===== src/hdl/lpt_pkg.sv =====
// ----------------------------------------------------------------------------
// lpt_pkg: line protocol tokenizer shared definitions
// Token kinds, value types, line status codes and the result record.
// ----------------------------------------------------------------------------
package lpt_pkg;

  localparam int POS_W    = 12;
  localparam int MAX_LINE = 4096;
  localparam int FIELD_MAX = (1 << POS_W) - 1;

  localparam logic [2:0] KIND_MEAS    = 3'd0;
  localparam logic [2:0] KIND_TAG_KEY = 3'd1;
  localparam logic [2:0] KIND_TAG_VAL = 3'd2;
  localparam logic [2:0] KIND_FLD_KEY = 3'd3;
  localparam logic [2:0] KIND_FLD_VAL = 3'd4;
  localparam logic [2:0] KIND_TSTAMP  = 3'd5;

  localparam logic [2:0] VT_NONE    = 3'd0;
  localparam logic [2:0] VT_INTEGER = 3'd1;
  localparam logic [2:0] VT_DOUBLE  = 3'd2;
  localparam logic [2:0] VT_STRING  = 3'd3;
  localparam logic [2:0] VT_WSTRING = 3'd4;
  localparam logic [2:0] VT_BOOLEAN = 3'd5;

  localparam logic [1:0] ST_TOKEN   = 2'd0;
  localparam logic [1:0] ST_LINE_OK = 2'd1;
  localparam logic [1:0] ST_ERROR   = 2'd2;

  typedef struct packed {
    logic [2:0]       token_kind;
    logic [2:0]       value_type;
    logic [POS_W-1:0] token_start;
    logic [POS_W-1:0] token_length;
    logic [POS_W-1:0] content_length;
    logic [63:0]      int_value;
    logic [1:0]       line_status;
  } lpt_result_t;

  typedef struct packed {
    logic        emit;
    lpt_result_t result;
  } lpt_step_t;

endpackage


===== src/hdl/lpt_in_stage.sv =====
// ----------------------------------------------------------------------------
// lpt_in_stage: input register
// Captures one byte transaction and holds it until the tokenizer step takes it.
// ----------------------------------------------------------------------------
module lpt_in_stage (
  input  logic       clk,
  input  logic       rst,
  input  logic       s_tvalid,
  output logic       s_tready,
  input  logic [7:0] s_tdata,
  input  logic       s_tlast,
  input  logic       take,
  output logic       valid,
  output logic [7:0] data_byte,
  output logic       line_end
);

  assign s_tready = !valid || take;

  always_ff @(posedge clk) begin
    if (rst) begin
      valid <= 1'b0;
    end else if (s_tready) begin
      valid <= s_tvalid;
    end
  end

  always_ff @(posedge clk) begin
    if (s_tvalid && s_tready) begin
      data_byte <= s_tdata;
      line_end  <= s_tlast;
    end
  end

endmodule


===== src/hdl/lpt_step.sv =====
// ----------------------------------------------------------------------------
// lpt_step: tokenizer state and per-byte step
// Holds section, offsets, leading characters and the number accumulator, and
// classifies and closes tokens one byte at a time.
// ----------------------------------------------------------------------------
module lpt_step #(
  parameter int MAX_LINE = lpt_pkg::MAX_LINE
) (
  input  logic                clk,
  input  logic                rst,
  input  logic                advance,
  input  logic [7:0]          data_byte,
  input  logic                line_end,
  output lpt_pkg::lpt_step_t  step
);

  localparam int POS_W     = lpt_pkg::POS_W;
  localparam int CAP_I     = (MAX_LINE - 1 < lpt_pkg::FIELD_MAX) ? MAX_LINE - 1
                                                                  : lpt_pkg::FIELD_MAX;
  localparam logic [POS_W-1:0] POS_CAP = CAP_I[POS_W-1:0];
  localparam logic [63:0] MAG_LIMIT = 64'h8000_0000_0000_0000;
  localparam logic [63:0] POS_LIMIT = 64'h7FFF_FFFF_FFFF_FFFF;

  logic [2:0]       section,  section_next;
  logic [POS_W-1:0] position, position_next;
  logic [POS_W-1:0] start_offset, start_offset_next;
  logic [7:0]       first_char, first_char_next;
  logic [7:0]       second_char, second_char_next;
  logic [7:0]       prev_char, prev_char_next;
  logic [63:0]      accumulator, accumulator_next;
  logic             fl_neg, fl_neg_next;
  logic             fl_digit, fl_digit_next;
  logic             fl_stop, fl_stop_next;

  logic [POS_W-1:0] len;
  logic [POS_W:0]   len_p1;
  logic [POS_W-1:0] len_p1_sat;
  logic [POS_W-1:0] pos_inc;
  logic             delim;
  logic             is_dig;
  logic [67:0]      prod;
  logic [63:0]      acc_fed;
  logic             neg_fed, digit_fed, stop_fed;
  logic             feed;
  logic [63:0]      num_acc;
  logic             num_neg;
  logic [63:0]      num_value;
  logic [2:0]       vt;
  logic [POS_W-1:0] vcontent;
  logic [63:0]      vvalue;
  lpt_pkg::lpt_result_t res;
  logic             emit;

  always_comb begin
    len        = (position >= start_offset) ? position - start_offset : '0;
    len_p1     = {1'b0, len} + {{POS_W{1'b0}}, 1'b1};
    len_p1_sat = len_p1[POS_W] ? {POS_W{1'b1}} : len_p1[POS_W-1:0];
    pos_inc    = (position < POS_CAP) ? position + {{(POS_W-1){1'b0}}, 1'b1} : position;

    case (section)
      lpt_pkg::KIND_TAG_KEY, lpt_pkg::KIND_FLD_KEY: delim = (data_byte == "=");
      lpt_pkg::KIND_TSTAMP:                         delim = 1'b0;
      default: delim = (data_byte == ",") || (data_byte == " ");
    endcase

    is_dig = data_byte inside {["0":"9"]};
    prod   = ({4'b0, accumulator} << 3) + ({4'b0, accumulator} << 1)
           + {64'b0, data_byte[3:0]};

    acc_fed   = accumulator;
    neg_fed   = fl_neg;
    digit_fed = fl_digit;
    stop_fed  = fl_stop;
    feed = (section == lpt_pkg::KIND_TAG_VAL) || (section == lpt_pkg::KIND_FLD_VAL) ||
           (section == lpt_pkg::KIND_TSTAMP);
    if (feed && !fl_stop) begin
      if (is_dig) begin
        acc_fed   = (prod > {4'b0, MAG_LIMIT}) ? MAG_LIMIT : prod[63:0];
        digit_fed = 1'b1;
      end else if (len == '0 && (data_byte == "-" || data_byte == "+")) begin
        if (data_byte == "-") begin
          neg_fed = 1'b1;
        end
      end else begin
        stop_fed = 1'b1;
      end
    end

    num_acc = delim ? accumulator : acc_fed;
    num_neg = delim ? fl_neg : neg_fed;
    if (num_neg) begin
      num_value = num_acc[63] ? MAG_LIMIT : 64'd0 - num_acc;
    end else begin
      num_value = num_acc[63] ? POS_LIMIT : num_acc;
    end

    vt       = lpt_pkg::VT_NONE;
    vcontent = len;
    vvalue   = '0;
    if (len == '0) begin
      vt = lpt_pkg::VT_NONE;
    end else if ((first_char inside {["0":"9"]}) || first_char == "-") begin
      if (prev_char == "i") begin
        vt     = lpt_pkg::VT_INTEGER;
        vvalue = num_value;
      end else begin
        vt = lpt_pkg::VT_DOUBLE;
      end
    end else if (first_char == "L" && len >= POS_W'(2) && second_char == "\"") begin
      vt       = lpt_pkg::VT_WSTRING;
      vcontent = (len >= POS_W'(3)) ? len - POS_W'(3) : '0;
    end else if (first_char == "\"") begin
      vt       = lpt_pkg::VT_STRING;
      vcontent = (len >= POS_W'(2)) ? len - POS_W'(2) : '0;
    end else if (first_char == "t" || first_char == "T" ||
                 first_char == "f" || first_char == "F") begin
      vt     = lpt_pkg::VT_BOOLEAN;
      vvalue = (first_char == "t" || first_char == "T") ? 64'd1 : 64'd0;
    end

    section_next      = section;
    position_next     = position;
    start_offset_next = start_offset;
    first_char_next   = first_char;
    second_char_next  = second_char;
    prev_char_next    = prev_char;
    accumulator_next  = accumulator;
    fl_neg_next       = fl_neg;
    fl_digit_next     = fl_digit;
    fl_stop_next      = fl_stop;
    emit              = 1'b0;

    res.token_kind     = section;
    res.value_type     = lpt_pkg::VT_NONE;
    res.token_start    = start_offset;
    res.token_length   = len_p1_sat;
    res.content_length = len_p1_sat;
    res.int_value      = '0;
    res.line_status    = lpt_pkg::ST_ERROR;

    if (!delim) begin
      if (line_end) begin
        emit = 1'b1;
        if (section == lpt_pkg::KIND_TSTAMP) begin
          res.value_type  = digit_fed ? lpt_pkg::VT_INTEGER : lpt_pkg::VT_NONE;
          res.int_value   = digit_fed ? num_value : '0;
          res.line_status = lpt_pkg::ST_LINE_OK;
        end
      end else begin
        if (len == '0) begin
          first_char_next = data_byte;
        end else if (len == POS_W'(1)) begin
          second_char_next = data_byte;
        end
        accumulator_next = acc_fed;
        fl_neg_next      = neg_fed;
        fl_digit_next    = digit_fed;
        fl_stop_next     = stop_fed;
        prev_char_next   = data_byte;
        position_next    = pos_inc;
      end
    end else begin
      emit = 1'b1;
      if (line_end) begin
        if (section == lpt_pkg::KIND_FLD_VAL && data_byte == " ") begin
          res.value_type     = vt;
          res.token_length   = len;
          res.content_length = vcontent;
          res.int_value      = vvalue;
          res.line_status    = lpt_pkg::ST_LINE_OK;
        end
      end else begin
        res.token_length   = len;
        res.content_length = len;
        res.line_status    = lpt_pkg::ST_TOKEN;
        if (section == lpt_pkg::KIND_TAG_VAL || section == lpt_pkg::KIND_FLD_VAL) begin
          res.value_type     = vt;
          res.content_length = vcontent;
          res.int_value      = vvalue;
        end
        case (section)
          lpt_pkg::KIND_MEAS, lpt_pkg::KIND_TAG_VAL:
            section_next = (data_byte == ",") ? lpt_pkg::KIND_TAG_KEY : lpt_pkg::KIND_FLD_KEY;
          lpt_pkg::KIND_TAG_KEY: section_next = lpt_pkg::KIND_TAG_VAL;
          lpt_pkg::KIND_FLD_KEY: section_next = lpt_pkg::KIND_FLD_VAL;
          default:
            section_next = (data_byte == ",") ? lpt_pkg::KIND_FLD_KEY : lpt_pkg::KIND_TSTAMP;
        endcase
        first_char_next   = '0;
        second_char_next  = '0;
        accumulator_next  = '0;
        fl_neg_next       = 1'b0;
        fl_digit_next     = 1'b0;
        fl_stop_next      = 1'b0;
        prev_char_next    = data_byte;
        start_offset_next = pos_inc;
        position_next     = pos_inc;
      end
    end

    step.emit   = emit;
    step.result = res;
  end

  always_ff @(posedge clk) begin
    if (rst || (advance && line_end)) begin
      section      <= lpt_pkg::KIND_MEAS;
      position     <= '0;
      start_offset <= '0;
      first_char   <= '0;
      second_char  <= '0;
      prev_char    <= '0;
      accumulator  <= '0;
      fl_neg       <= 1'b0;
      fl_digit     <= 1'b0;
      fl_stop      <= 1'b0;
    end else if (advance) begin
      section      <= section_next;
      position     <= position_next;
      start_offset <= start_offset_next;
      first_char   <= first_char_next;
      second_char  <= second_char_next;
      prev_char    <= prev_char_next;
      accumulator  <= accumulator_next;
      fl_neg       <= fl_neg_next;
      fl_digit     <= fl_digit_next;
      fl_stop      <= fl_stop_next;
    end
  end

endmodule


===== src/hdl/lpt_out_stage.sv =====
// ----------------------------------------------------------------------------
// lpt_out_stage: result register
// Holds one token transaction until the downstream side takes it.
// ----------------------------------------------------------------------------
module lpt_out_stage (
  input  logic                 clk,
  input  logic                 rst,
  input  logic                 load,
  input  lpt_pkg::lpt_result_t load_result,
  output logic                 free,
  output logic                 m_tvalid,
  input  logic                 m_tready,
  output lpt_pkg::lpt_result_t result
);

  assign free = !m_tvalid || m_tready;

  always_ff @(posedge clk) begin
    if (rst) begin
      m_tvalid <= 1'b0;
    end else if (load) begin
      m_tvalid <= 1'b1;
    end else if (m_tready) begin
      m_tvalid <= 1'b0;
    end
  end

  always_ff @(posedge clk) begin
    if (load) begin
      result <= load_result;
    end
  end

endmodule


===== src/hdl/line_protocol_tokenizer_core.sv =====
// Path: input register, step logic, result register, then the master side.
// One byte per cycle unless stalled; step logic closes at most one token per byte.
// Stalls on the master side back up through the result register and input register.
// Reset (rst, synchronous) empties both registers and returns the tokenizer to the
// measurement section at offset zero; a line's final byte also resets the tokenizer.
// ----------------------------------------------------------------------------
// line_protocol_tokenizer_core: line protocol tokenizer
// Splits a byte stream of text lines into measurement, tag, field and timestamp
// tokens with offsets, lengths, value class and parsed integer value.
// ----------------------------------------------------------------------------
module line_protocol_tokenizer_core #(
  parameter int MAX_LINE = lpt_pkg::MAX_LINE
) (
  input  logic         clk,
  input  logic         rst,
  input  logic         s_tvalid,
  output logic         s_tready,
  input  logic [7:0]   s_tdata,   // data_byte[7:0]
  input  logic         s_tlast,
  output logic         m_tvalid,
  input  logic         m_tready,
  output logic [103:0] m_tdata,   // token_start[11:0], token_length[23:12],
                                  // content_length[35:24], int_value[99:36],
                                  // line_status[101:100], zero[103:102]
  output logic [5:0]   m_tuser    // token_kind[2:0], value_type[5:3]
);

  logic                 in_valid;
  logic [7:0]           in_byte;
  logic                 in_end;
  logic                 out_free;
  logic                 advance;
  lpt_pkg::lpt_step_t   step;
  lpt_pkg::lpt_result_t res;

  assign advance = in_valid && out_free;

  lpt_in_stage u_in (
    .clk       (clk),
    .rst       (rst),
    .s_tvalid  (s_tvalid),
    .s_tready  (s_tready),
    .s_tdata   (s_tdata),
    .s_tlast   (s_tlast),
    .take      (advance),
    .valid     (in_valid),
    .data_byte (in_byte),
    .line_end  (in_end)
  );

  lpt_step #(
    .MAX_LINE (MAX_LINE)
  ) u_step (
    .clk       (clk),
    .rst       (rst),
    .advance   (advance),
    .data_byte (in_byte),
    .line_end  (in_end),
    .step      (step)
  );

  lpt_out_stage u_out (
    .clk         (clk),
    .rst         (rst),
    .load        (advance && step.emit),
    .load_result (step.result),
    .free        (out_free),
    .m_tvalid    (m_tvalid),
    .m_tready    (m_tready),
    .result      (res)
  );

  assign m_tuser = {res.value_type, res.token_kind};
  assign m_tdata = {2'b00, res.line_status, res.int_value, res.content_length,
                    res.token_length, res.token_start};

endmodule


===== config.mk =====
export PLATFORM = sky130hd
export DESIGN_NAME = line_protocol_tokenizer_core
export DESIGN_NICKNAME = d
export VERILOG_FILES = /design/src/hdl/lpt_pkg.sv /design/src/hdl/lpt_in_stage.sv /design/src/hdl/lpt_step.sv /design/src/hdl/lpt_out_stage.sv /design/src/hdl/line_protocol_tokenizer_core.sv
export SDC_FILE = /design/constraint.sdc
export NUM_CORES = 1
export LEC_CHECK = 0
export BUFFER_PORTS_ARGS = -buffer_cell sky130_fd_sc_hd__buf_2
export CAP_MARGIN = 20
export CORE_UTILIZATION = 30
export CTS_BUF_LIST = sky130_fd_sc_hd__clkbuf_8
export CTS_CLUSTER_DIAMETER = 80
export DETAILED_ROUTE_END_ITERATION = 10
export MAX_ROUTING_LAYER = met4
export PLACE_DENSITY_LB_ADDON = 0.08
export SLEW_MARGIN = 10
export SYNTH_ARGS = -nofsm -noshare
export SYNTH_HDL_FRONTEND = slang
export SYNTH_SLANG_ARGS = --single-unit

===== constraint.sdc =====
create_clock -name clk -period 7.9 [get_ports clk]
set_clock_uncertainty 0.1 [all_clocks]
set_input_delay 1.58 -clock clk [delete_from_list [all_inputs] [get_ports clk]]
set_output_delay 1.58 -clock clk [all_outputs]
set_load 0.05 [all_outputs]

==> results.tsv <==
metric	value	unit
setup_viol	0	
cp_num_buf_inv	4	
grt_pass1_wl	129	mm
worst_slack	0.413	ns
slew_headroom	25.5	%
synth.distinct_cells	97	
power	0.00271	W
multi_input_area	13500	µm²
numCtsBuffers	43	
grt_pass1_vias	20149	
synthArstFlopShare	0	%
yosysSeqAreaShare	29.3	%
clk_path_buf_depth	3	
num_vias	20961	
dr.pass1.iters	5	
cp_top_family	compound AO/OA/AOI/OAI gates	
cts_root_buf	clkbuf_8	
io_buffers	122	
min_path_type	reg2reg	
htreeDepth	2	
area_growth	12.3	%
tightestPinTransition	1.11	ns
p_leak	8.89	nW
rsz0062_at_grt	no	
path_class	reg2reg	
die_h	262	µm
slowest_delay	0.61	ns
die-area	68400	µm²
fin_crit	7.49	ns
clk_latency	0.64	ns
hold_ws	0.329	ns
max_freq	134	MHz
synthTopCellsByCount	371 x nor2_1, 251 x nand2_1, 232 x a21oi_1	
io_pins	125	
post-route-util	34.3	%
hpwl	68.3	mm
core	66200	µm²
nFillCells	7076	
finalMaxSlewViolations	0	
seqCellArea	5920	µm²
cp_max_fo	8	
hold_viol_final	0	
synth_area_leaders	edfxtp_1 17%, dfxtp_1 12%, ha_1 9.2%, nor2_1 6.9%, a21oi_1 5.7%	
synth_edf_count	117	
period_share	94.8	%
routabilityCongestion	0.932	
start_kind	register	
drive_gt1_share	10.9	%
final_nets	2854	
vias_per_cell	5.84	
ys.flop_type	dfxtp_1	
drt.antenna.violating_nets	0	
die_x	262	µm
wl	87.0	mm
syn_avg_cell_area	7.75	µm²
fin_setup_tns	0	ns
synth.most_common_cell	nor2_1	
end_kind	register	
yosysWarnings	0	
preCtsSetupSlack	0.305	ns
status	finished, final reports clean	
cellPowerDensity	119	nW/µm²
cts_sinks	237	
grtUsageTotal	25.6	%
required	8.27	ns
ir_worst_vdd	103	µV
overflow	0	
synth_seq_cells	237	
syn_inst	2610	
rows	94	
clkTransAtPathRegs	0.06	ns
routedWlPerCell	24.2	µm
grt_max_degree	85	
worstPathArrival	7.86	ns
crit_path_top_delay_cell	or4b_4	
yosysTopAreaCell	edfxtp_1	
antenna_found_initial	1	
synth_top_area_share	17.4	%
syn-cell-area	20200	µm²
postCtsHoldBufs	0	
drtIter0Drc	1929	
initial_core_util	30.5	%
drc_errors	0	
cap_viol_max_count	0	
cts_tree	yes	
## sequential cells by signal (all words and copies together) (netlist names)
signal	count
u_out.m_tvalid	1
u_step.fl_stop	1
u_step.fl_neg	1
u_step.accumulator	64
u_step.section	3
u_step.start_offset	12
u_in.data_byte	8
u_in.valid	1
u_step.position	12
u_step.first_char	8
u_out.result	108
u_step.prev_char	8
u_in.line_end	1
u_step.second_char	8
u_step.fl_digit	1
## path summary, 6_finish.rpt
kind / from / endpoint / slack (ns) / cells past startpoint
min reg2reg: u_step.start_offset[3]$_SDFFE_PP0P_ / u_out.result[93]$_DFFE_PP_ / 0.33 / 0
min: u_step.start_offset[3]$_SDFFE_PP0P_ / u_out.result[93]$_DFFE_PP_ / 0.33 / 0
max reg2reg: u_in.data_byte[3]$_DFFE_PP_ / u_out.result[48]$_DFFE_PP_ / 0.41 / 25
max: u_in.data_byte[3]$_DFFE_PP_ / u_out.result[48]$_DFFE_PP_ / 0.41 / 25
## area by class of cell
class / count / share of cell area, %
Antenna cell: 1 / 0.0110
Clock buffer: 46 / 2.79
Clock inverter: 33 / 0.932
Inverter: 60 / 0.992
Multi-Input combinational cell: 2163 / 59.6
Sequential cell: 237 / 26.1
Tap cell: 864 / 4.76
Timing Repair Buffer: 185 / 4.83
## metal layers
metal	global-route usage, %	part of all wire [%]
met1	33.5	45
met2	40.9	46
met3	3.08	6.0
met4	7.74	2.8
met5	-	0
## cell families (layout without fill, tap and decap cells)
| family | count (synthesis) | count (layout) | share of synthesized area [%] |
|---|---|---|---|
| AO/OA/AOI/OAI | 832 | 832 | 26.7 |
| XOR/XNOR | 111 | 111 | 4.81 |
| adder cells (fa/ha/maj) | 151 | 151 | 9.46 |
| buffers and inverters | 211 | 324 | 4.21 |
| flip-flops | 237 | 237 | 29.3 |
| multiplexers | 17 | 17 | 0.848 |
| other | 1 | 3 | 0.0185 |
| AND/OR/NAND/NOR | 1050 | 1050 | 24.7 |
## what timing repair did
item	in CTS	in global routing
buffers inserted	0	1
endpoints found under the setup margin	0	10
gates resized for setup	0	5
## metrics by stage
stage | cells | area (µm²)
2_1_floorplan | 2611 | 20200
3_3_place_gp | 3508 | 21800
3_5_place_dp | 3508 | 21800
4_1_cts | 3587 | 22700
5_1_grt | 3589 | 22700
6_report | 3589 | 22700
## power breakdown
part / switching [W] / internal, W / leakage [nW] / total, W
Clock: 0.000577 / 0.000609 / 0.499 / 0.00119
Combinational: 0.000157 / 0.0000393 / 6.39 / 0.000196
Sequential: 0.0000164 / 0.00131 / 2.00 / 0.00133
## layout by cell type (no fill, tap or decap), types with 49 or more instances in the layout
cell type and instances:
nand3_1 63, ha_1 148, nor2_1 368, buf_2 122
nand2_1 250, xor2_1 49, nor3_1 75, inv_1 79
edfxtp_1 117, dfxtp_1 120, buf_4 62, nand4_1 62
a21oi_1 232, o21ai_0 150, xnor2_1 60, a22oi_1 75
No activity file was read; power rests on OpenSTA's default activity.
